**config.mk**
```make
export PLATFORM = sky130hd
export DESIGN_NAME = att_ctrl
export DESIGN_NICKNAME = d
export VERILOG_FILES = /design/src/hw/rtl/att_pkg.sv /design/src/hw/rtl/att_ctrl.sv
export SDC_FILE = /design/constraint.sdc
export NUM_CORES = 1
export LEC_CHECK = 0
export BUFFER_PORTS_ARGS = -buffer_cell sky130_fd_sc_hd__buf_2
export CORE_AREA = 3 3 40 42
export CTS_CLUSTER_DIAMETER = 50
export CTS_CLUSTER_SIZE = 28
export DETAILED_ROUTE_END_ITERATION = 10
export DIE_AREA = 0 0 43 45
export PLACE_DENSITY_LB_ADDON = 0.08
export SLEW_MARGIN = 20
export SYNTH_ARGS = -nofsm -noshare
export SYNTH_HDL_FRONTEND = slang
export SYNTH_SLANG_ARGS = --single-unit
```
**constraint.sdc**
```tcl
create_clock -name clk -period 1.8 [get_ports clk]
set_clock_uncertainty 0.15 [all_clocks]
set_input_delay 0.09 -clock clk [delete_from_list [all_inputs] [get_ports clk]]
set_output_delay 0.09 -clock clk [all_outputs]
set_load 0.05 [all_outputs]
```
**src/hw/rtl/att_pkg.sv**
```systemverilog
// ----------------------------------------------------------------------------
// att_pkg
// Types and constants shared by the allocation tracking table modules.
// ----------------------------------------------------------------------------
package att_pkg;

	localparam int MODE_W   = 2;
	localparam int STATUS_W = 2;
	localparam int ADDR_W   = 48;
	localparam int SIZE_W   = 32;
	localparam int COUNT_W  = 16;
	localparam int SEQ_W    = 32;
	localparam int OCC_W    = 48;

	localparam int DEF_TABLE_ENTRIES = 64;
	localparam int DEF_ADDR_BITS     = 48;

	typedef enum logic [MODE_W-1:0] {
		MODE_ALLOC       = 2'd0,
		MODE_ALLOC_ARRAY = 2'd1,
		MODE_REALLOC     = 2'd2,
		MODE_FREE        = 2'd3
	} mode_t;

	typedef enum logic [STATUS_W-1:0] {
		STAT_OK      = 2'd0,
		STAT_UNKNOWN = 2'd1,
		STAT_FULL    = 2'd2,
		STAT_FAILED  = 2'd3
	} status_t;

	typedef enum logic [1:0] {
		ST_IDLE,
		ST_SCAN,
		ST_RELEASE,
		ST_RECORD
	} state_t;

	// controller to datapath
	typedef struct packed {
		logic accept;
		logic rel_step;
		logic rec_step;
	} cmd_t;

	// datapath to controller
	typedef struct packed {
		logic scan_done;
		logic out_free;
	} sts_t;

endpackage

```
**src/hw/rtl/att_ctrl.sv**
```systemverilog
// ----------------------------------------------------------------------------
// att_ctrl
// Sequencer for one event: accept, table walk, release step, record step.
// ----------------------------------------------------------------------------
module att_ctrl (
	input  logic          clk,
	input  logic          arst_n,
	input  logic          in_valid,
	output logic          in_stall,
	input  att_pkg::sts_t sts,
	output att_pkg::cmd_t cmd
);

	att_pkg::state_t state_q, state_nxt;

	always_ff @(posedge clk or negedge arst_n) begin
		if (!arst_n) begin
			state_q <= att_pkg::ST_IDLE;
		end else begin
			state_q <= state_nxt;
		end
	end

	always_comb begin
		state_nxt = state_q;
		case (state_q)
			att_pkg::ST_IDLE: begin
				if (in_valid) begin
					state_nxt = att_pkg::ST_SCAN;
				end
			end
			att_pkg::ST_SCAN: begin
				if (sts.scan_done) begin
					state_nxt = att_pkg::ST_RELEASE;
				end
			end
			att_pkg::ST_RELEASE: begin
				state_nxt = att_pkg::ST_RECORD;
			end
			att_pkg::ST_RECORD: begin
				if (sts.out_free) begin
					state_nxt = att_pkg::ST_IDLE;
				end
			end
			default: begin
				state_nxt = att_pkg::ST_IDLE;
			end
		endcase
	end

	always_comb begin
		cmd      = '0;
		in_stall = 1'b1;
		case (state_q)
			att_pkg::ST_IDLE: begin
				in_stall   = 1'b0;
				cmd.accept = in_valid;
			end
			att_pkg::ST_RELEASE: begin
				cmd.rel_step = 1'b1;
			end
			att_pkg::ST_RECORD: begin
				// hold until the output register can take the result
				cmd.rec_step = sts.out_free;
			end
			default: begin
				cmd = '0;
			end
		endcase
	end

endmodule

```
==> summary.txt, run 1 <==
Run status
  – Outcome: completed

Timing
  – Setup-failing EPs final: 0
  – Fin. max-slew vios: 0
  – Actual slew at the worst max-slew pin: 0.382 ns
  – Final period util: 92.5%
  – FMAX: 0.600 GHz
  – RSZ-0062 raised after global routing: false
  – Min Clock Period, post-route: 1.67 ns
  – Sum of negative setup slack: 0 ns
  – WHS: 0.0275 ns
  – Final WS setup: 0.134 ns
  – Relative slew slack: 74.5%
  – Final-report hold violation count: 0

Clock network
  – Clock tree buffer depth: 2
  – Clock transition at path regs: 0.03 ns
  – CTS Buf Count: 3
  – H-Tree Level Count: 1
  – TritonCTS clock tree: done
  – Clk_lat worst skew: 0.23 ns
  – CTS root buf: clkbuf_4
  – CTS sink cnt: 2

Yosys
  – Mapped Cells: 19
  – FFs w/ async S/R, synth: 100%
  – Syn Nets: 29
  – Most frequent cell after synthesis: inv_1
  – Main area contributors after synthesis: ha_1 (35%), dfrtp_1 (28%), inv_1 (13%)
  – Main synth FF type: dfrtp_1
  – Ys Warns: 0
  – Number of synthesized flops with an enable pin: 0
  – Unique cell type count in the Yosys netlist: 8
  – Yosys reg bits: 2
  – Synth top area share: 34.7%
  – Area leader, netlist: ha_1
  – Synth Cell Area: 180 µm²
  – Most frequent cells after synthesis: inv_1 (6), ha_1 (5), dfrtp_1 (2), nor2_1 (2)
  – Syn Area/Cell: 9.48 µm²
  – Register area share after synthesis: 27.8%

Die
  – Die area: 1940 µm²
  – Overall die height: 45 µm
  – Std-Cell Rows: 13
  – Die Width: 43 µm
  – IO Pins: 9
  – Starting density of the core: 14.0%
  – Core area: 1280 µm²

Drt
  – Antenna-violating nets left: 0
  – Vias per cell: 3.53
  – WL final: 417 µm
  – Pre-Repair DR Iteration Count: 3
  – DR vias: 173
  – DRT iter0 DRCs: 2
  – Metal2 WL: 203 µm
  – M1 WL: 150 µm
  – Drt drc: 0
  – Met3 Routed Length: 47 µm
  – Max layer used: met4
  – Drt wl/cell: 8.51 µm

Cells and area
  – Diodes inserted: 0
  – Fraction of layout cells with a size suffix above 1: 50.0%
  – Area growth syn-to-layout: 66.0%
  – Nets: 46
  – Max reg flops: 2
  – Top Registers: state_q x2
  – Biggest register: state_q
  – Fill cell count: 156

Flow run
  – Max Cap Viol: 0

Critical path
  – Worst R2R End: state_q[1]
  – Critical path required time: 1.75 ns
  – Critical-path cell list: inv_2, ha_2, a222oi_1, mux2_1
  – Critical path buffer and inverter count: 1
  – Crit path capture type: flop
  – WP data arrival: 1.61 ns
  – CP peak stage delay: 0.41 ns
  – Worst Reg2Reg Path Length in Cells: 4
  – Delay-heaviest family, CP: compound AO/OA/AOI/OAI gates
  – Critical path depth in cells: 4
  – Slowest cell on crit path: a222oi_1
  – Setup crit start: state_q[1]
  – Reg2reg setup slack: 0.13 ns
  – Startpoint types: flop
  – Setup Crit Path Kind: flop to flop
  – CP endpoint: state_q[1]
  – FF-to-FF Start: state_q[1]
  – Crit path max fanout: 4

Global route
  – Largest net degree at the start of global routing: 5
  – Total gr overflow: 0
  – All-Layer GR Usage: 5.75%
  – First-pass GRT wire length: 724 µm
  – Vias in the first global route: 198
  – Initial antenna violation count: 0

Placed design
  – Dpl hpwl: 325 µm
  – Final RePlAce weighted congestion: 0.626
  – PortBufs: 8
  – Pre-CTS setup slack: 0.0825 ns

Worst hold path
  – Type of the worst min-delay path: input pin to async pin

Power
  – Pleak: 0.175 nW
  – PD cells: 1980 nW/µm²
  – Max rail drop VDD: 0.000355 V
-- power by group --
| group | switching (mW) | internal (mW) | total [mW] |
|---|---|---|---|
| registers | 0.0244 | 0.0715 | 0.0958 |
| clock network | 0.0261 | 0.0736 | 0.0997 |
| logic | 0.246 | 0.150 | 0.396 |
-- cells by family after synthesis --
group	after synthesis	synth area share, %
buf+inv	6	12.5
compound gates	1	5.56
flops	2	27.8
simple gates	3	7.64
mux	2	11.8
fa+ha+maj	5	34.7
-- placed cells by master, fill, tap and decap left out --
master / netlist / routed
buf_2: 0 / 8
inv_1: 6 / 5
ha_1: 5 / 4
clkbuf_4: 0 / 3
buf_4: 0 / 3
dfrtp_1: 2 / 2
inv_2: 0 / 1
nor2_2: 0 / 1
and2_1: 1 / 1
a222oi_1: 1 / 1
mux2_1: 1 / 1
nor2_1: 2 / 1
mux2i_1: 1 / 1
ha_2: 0 / 1
dlygate4sd3_1: 0 / 1
-- per-layer routing --
metal / vias up / track usage (%)
li1: 89 / -
met5: - / 0
met1: 73 / 4.58
met2: 9 / 9.58
met4: 0 / 9.04
met3: 2 / 1.20
-- how the worst min path moves through the flow --
stage / start / end / slack (ns) / cells after the start
2_1_floorplan: arst_n / state_q[0] / -0.36 / 0
3_3_place_gp: arst_n / state_q[1] / -0.27 / 1
3_5_place_dp: arst_n / state_q[1] / -0.27 / 1
4_1_cts: arst_n / state_q[0] / 0.02 / 2
5_1_grt: arst_n / state_q[1] / 0.04 / 2
6_report: arst_n / state_q[0] / 0.03 / 2
-- worst reg2reg max path, stage by stage (launching register included) --
cell      delay (ns)
dfrtp_1         0.39
inv_2           0.07
ha_2            0.16
a222oi_1        0.41
mux2_1          0.36
-- through the flow --
stage	cells	util (%)	cell area, µm²	total power [mW]
floorplan	19	-	183	0.369
global placement	43	19.4	249	0.461
detailed placement	43	19.4	249	0.462
CTS	47	21.9	282	0.571
global route	49	23.3	299	0.654
finish	49	23.3	299	0.591
-- area by class of cell --
cell class                      count  area [µm²]  area share (%)
Multi-Input combinational cell     11         113            37.7
Timing Repair Buffer               12        72.6            24.3
Sequential cell                     2        50.0            16.7
Clock buffer                        3        22.5            7.53
Inverter                            6        22.5            7.53
Tap cell                           15        18.8            6.28
-- what timing repair did --
item,4_1_cts,5_1_grt
hold endpoints to repair,2,0
buffers inserted,0,2
hold buffers,1,0
resized for setup,0,2
setup endpoints to repair,0,2
(Power assumes the default switching activity.)
==> inputs of run 2 (changes only) <==
--- a/config.mk
+++ b/config.mk
@@ -12,5 +12,5 @@
 export DETAILED_ROUTE_END_ITERATION = 10
 export DIE_AREA = 0 0 43 45
-export PLACE_DENSITY_LB_ADDON = 0.08
+export PLACE_DENSITY_LB_ADDON = 0.25
 export SLEW_MARGIN = 20
 export SYNTH_ARGS = -nofsm -noshare
==> constraint.sdc (replaced) <==
create_clock -name clk -period 1.8 [get_ports clk]
set_clock_uncertainty 0.15 [all_clocks]
set_input_delay 0.18 -clock clk [delete_from_list [all_inputs] [get_ports clk]]
set_output_delay 0.18 -clock clk [all_outputs]
set_load 0.05 [all_outputs]
==> summary.txt, run 2 (synthesized netlist as in run 1, its figures left out) <==
Run status
  – Outcome: completed

Critical path
  – Delay-heaviest family, CP: compound AO/OA/AOI/OAI gates
  – Critical-path cell list: inv_1, ha_1, a222oi_1, mux2_1
  – CP peak stage delay: 0.44 ns
  – Crit path capture type: flop
  – Slowest cell on crit path: a222oi_1
  – Critical path required time: 1.75 ns
  – Critical path buffer and inverter count: 1
  – Setup Crit Path Kind: flop to flop
  – Startpoint types: flop
  – WP data arrival: 1.68 ns
  – Crit path max fanout: 4

Global route
  – Vias in the first global route: 165
  – First-pass GRT wire length: 607 µm
  – Initial antenna violation count: 0
  – All-Layer GR Usage: 4.66%
  – Total gr overflow: 0
  – Largest net degree at the start of global routing: 5

Die
  – Overall die height: 45 µm
  – Std-Cell Rows: 13
  – Die area: 1940 µm²
  – IO Pins: 9
  – Die Width: 43 µm
  – Starting density of the core: 14.0%
  – Core area: 1280 µm²

Cells and area
  – Max reg flops: 2
  – Nets: 44
  – Non-filler cells, final: 47
  – Biggest register: state_q
  – Utilization after layout: 21.9%
  – Design Area, Final: 282 µm²
  – Fill cell count: 137
  – Diodes inserted: 0
  – Commonest cells after routing, fill and taps aside: buf_2 (8), inv_1 (6), ha_1 (5)
  – Register area: 50.0 µm²
  – Area growth syn-to-layout: 56.2%
  – Commonest non-fill, non-tap cell in the layout: buf_2
  – Fraction of layout cells with a size suffix above 1: 40.6%
  – Top Registers: state_q x2
  – Multi-input gate area: 110 µm²

Timing
  – Sum of negative setup slack: 0 ns
  – Final-report hold violation count: 0
  – Final period util: 95.9%
  – Actual slew at the worst max-slew pin: 0.435 ns
  – Relative slew slack: 71.0%
  – Setup-failing EPs final: 0
  – RSZ-0062 raised after global routing: false
  – FMAX: 0.579 GHz
  – Min Clock Period, post-route: 1.73 ns
  – Fin. max-slew vios: 0

Drt
  – Drt drc: 0
  – Drt wl/cell: 7.64 µm
  – Pre-Repair DR Iteration Count: 4
  – DRT iter0 DRCs: 3
  – DR vias: 162
  – WL final: 359 µm
  – Vias per cell: 3.45
  – Antenna-violating nets left: 0

Clock network
  – Clock tree buffer depth: 2
  – Post-CTS Setup Inserts: 0
  – CTS Buf Count: 3
  – Clock transition at path regs: 0.03 ns
  – CTS root buf: clkbuf_4
  – H-Tree Level Count: 1
  – Clk_lat worst skew: 0.22 ns
  – TritonCTS clock tree: done
  – CTS sink cnt: 2

Flow run
  – Max Cap Viol: 0

Placed design
  – Cells after DPL: 43
  – Final RePlAce weighted congestion: 0.730
  – PortBufs: 8
  – Dpl hpwl: 286 µm
  – Placement Cell Area: 249 µm²

Power
  – Max rail drop VDD: 0.000659 V
  – Total power: 0.555 mW
  – Pleak: 0.168 nW
  – PD cells: 1970 nW/µm²

Worst hold path
  – Type of the worst min-delay path: input pin to async pin
run 2: cell types whose count changed in the layout (fill, tap and decap cells not counted):
cell	previous run	this run
inv_1	5	6
inv_2	1	0
ha_2	1	0
ha_1	4	5
buf_4	3	1
run 2: layout make-up:
| type | count | share of cell area [%] |
|---|---|---|
| inverter | 6 | 8.00 |
| timing repair buffer | 10 | 20.4 |
| multi-input combinational | 11 | 39.1 |
| tap | 15 | 6.67 |
| sequential | 2 | 17.8 |
| clock buffer | 3 | 8.00 |
run 2: final timing paths:
| path | from | endpoint | slack, ns | depth (start not counted) |
|---|---|---|---|---|
| worst max-delay path | state_q[1] | state_q[1] | 0.07 | 4 |
| worst min-delay path | arst_n | state_q[1] | 0.12 | 2 |
| worst max register to register | state_q[1] | state_q[1] | 0.07 | 4 |
| worst min register to register | state_q[1] | state_q[1] | 0.41 | 1 |
| max in group asynchronous | arst_n | state_q[0] | 1.29 | 2 |
| min in group clk | sts[0] | state_q[1] | 0.30 | 4 |
run 2: metrics by stage:
step / worst slack [ns] / hold WS [ns]
after floorplan: 0.0940 / -0.266
after global placement: 0.154 / -0.182
after detailed placement: 0.0835 / -0.183
after CTS: 0.0788 / 0.107
after global routing: 0.0141 / 0.119
final: 0.0732 / 0.116
run 2: power breakdown:
part / switching, mW / internal, mW / total (mW)
logic: 0.238 / 0.123 / 0.361
clock network: 0.0260 / 0.0736 / 0.0996
registers: 0.0223 / 0.0715 / 0.0938
run 2: what timing repair did:
item	CTS	global route
endpoints found under the setup margin	0	0
hold buffers	1	0
gates resized for setup	0	0
hold endpoints to repair	2	0
run 2: metal layers:
layer  track usage [%]  up-vias  wire, µm
met3              1.59        2        43
met2              6.29       11       115
met4              7.23        0        17
met1              4.58       65       182
met5                 0        -         0
li1                  -       84         -
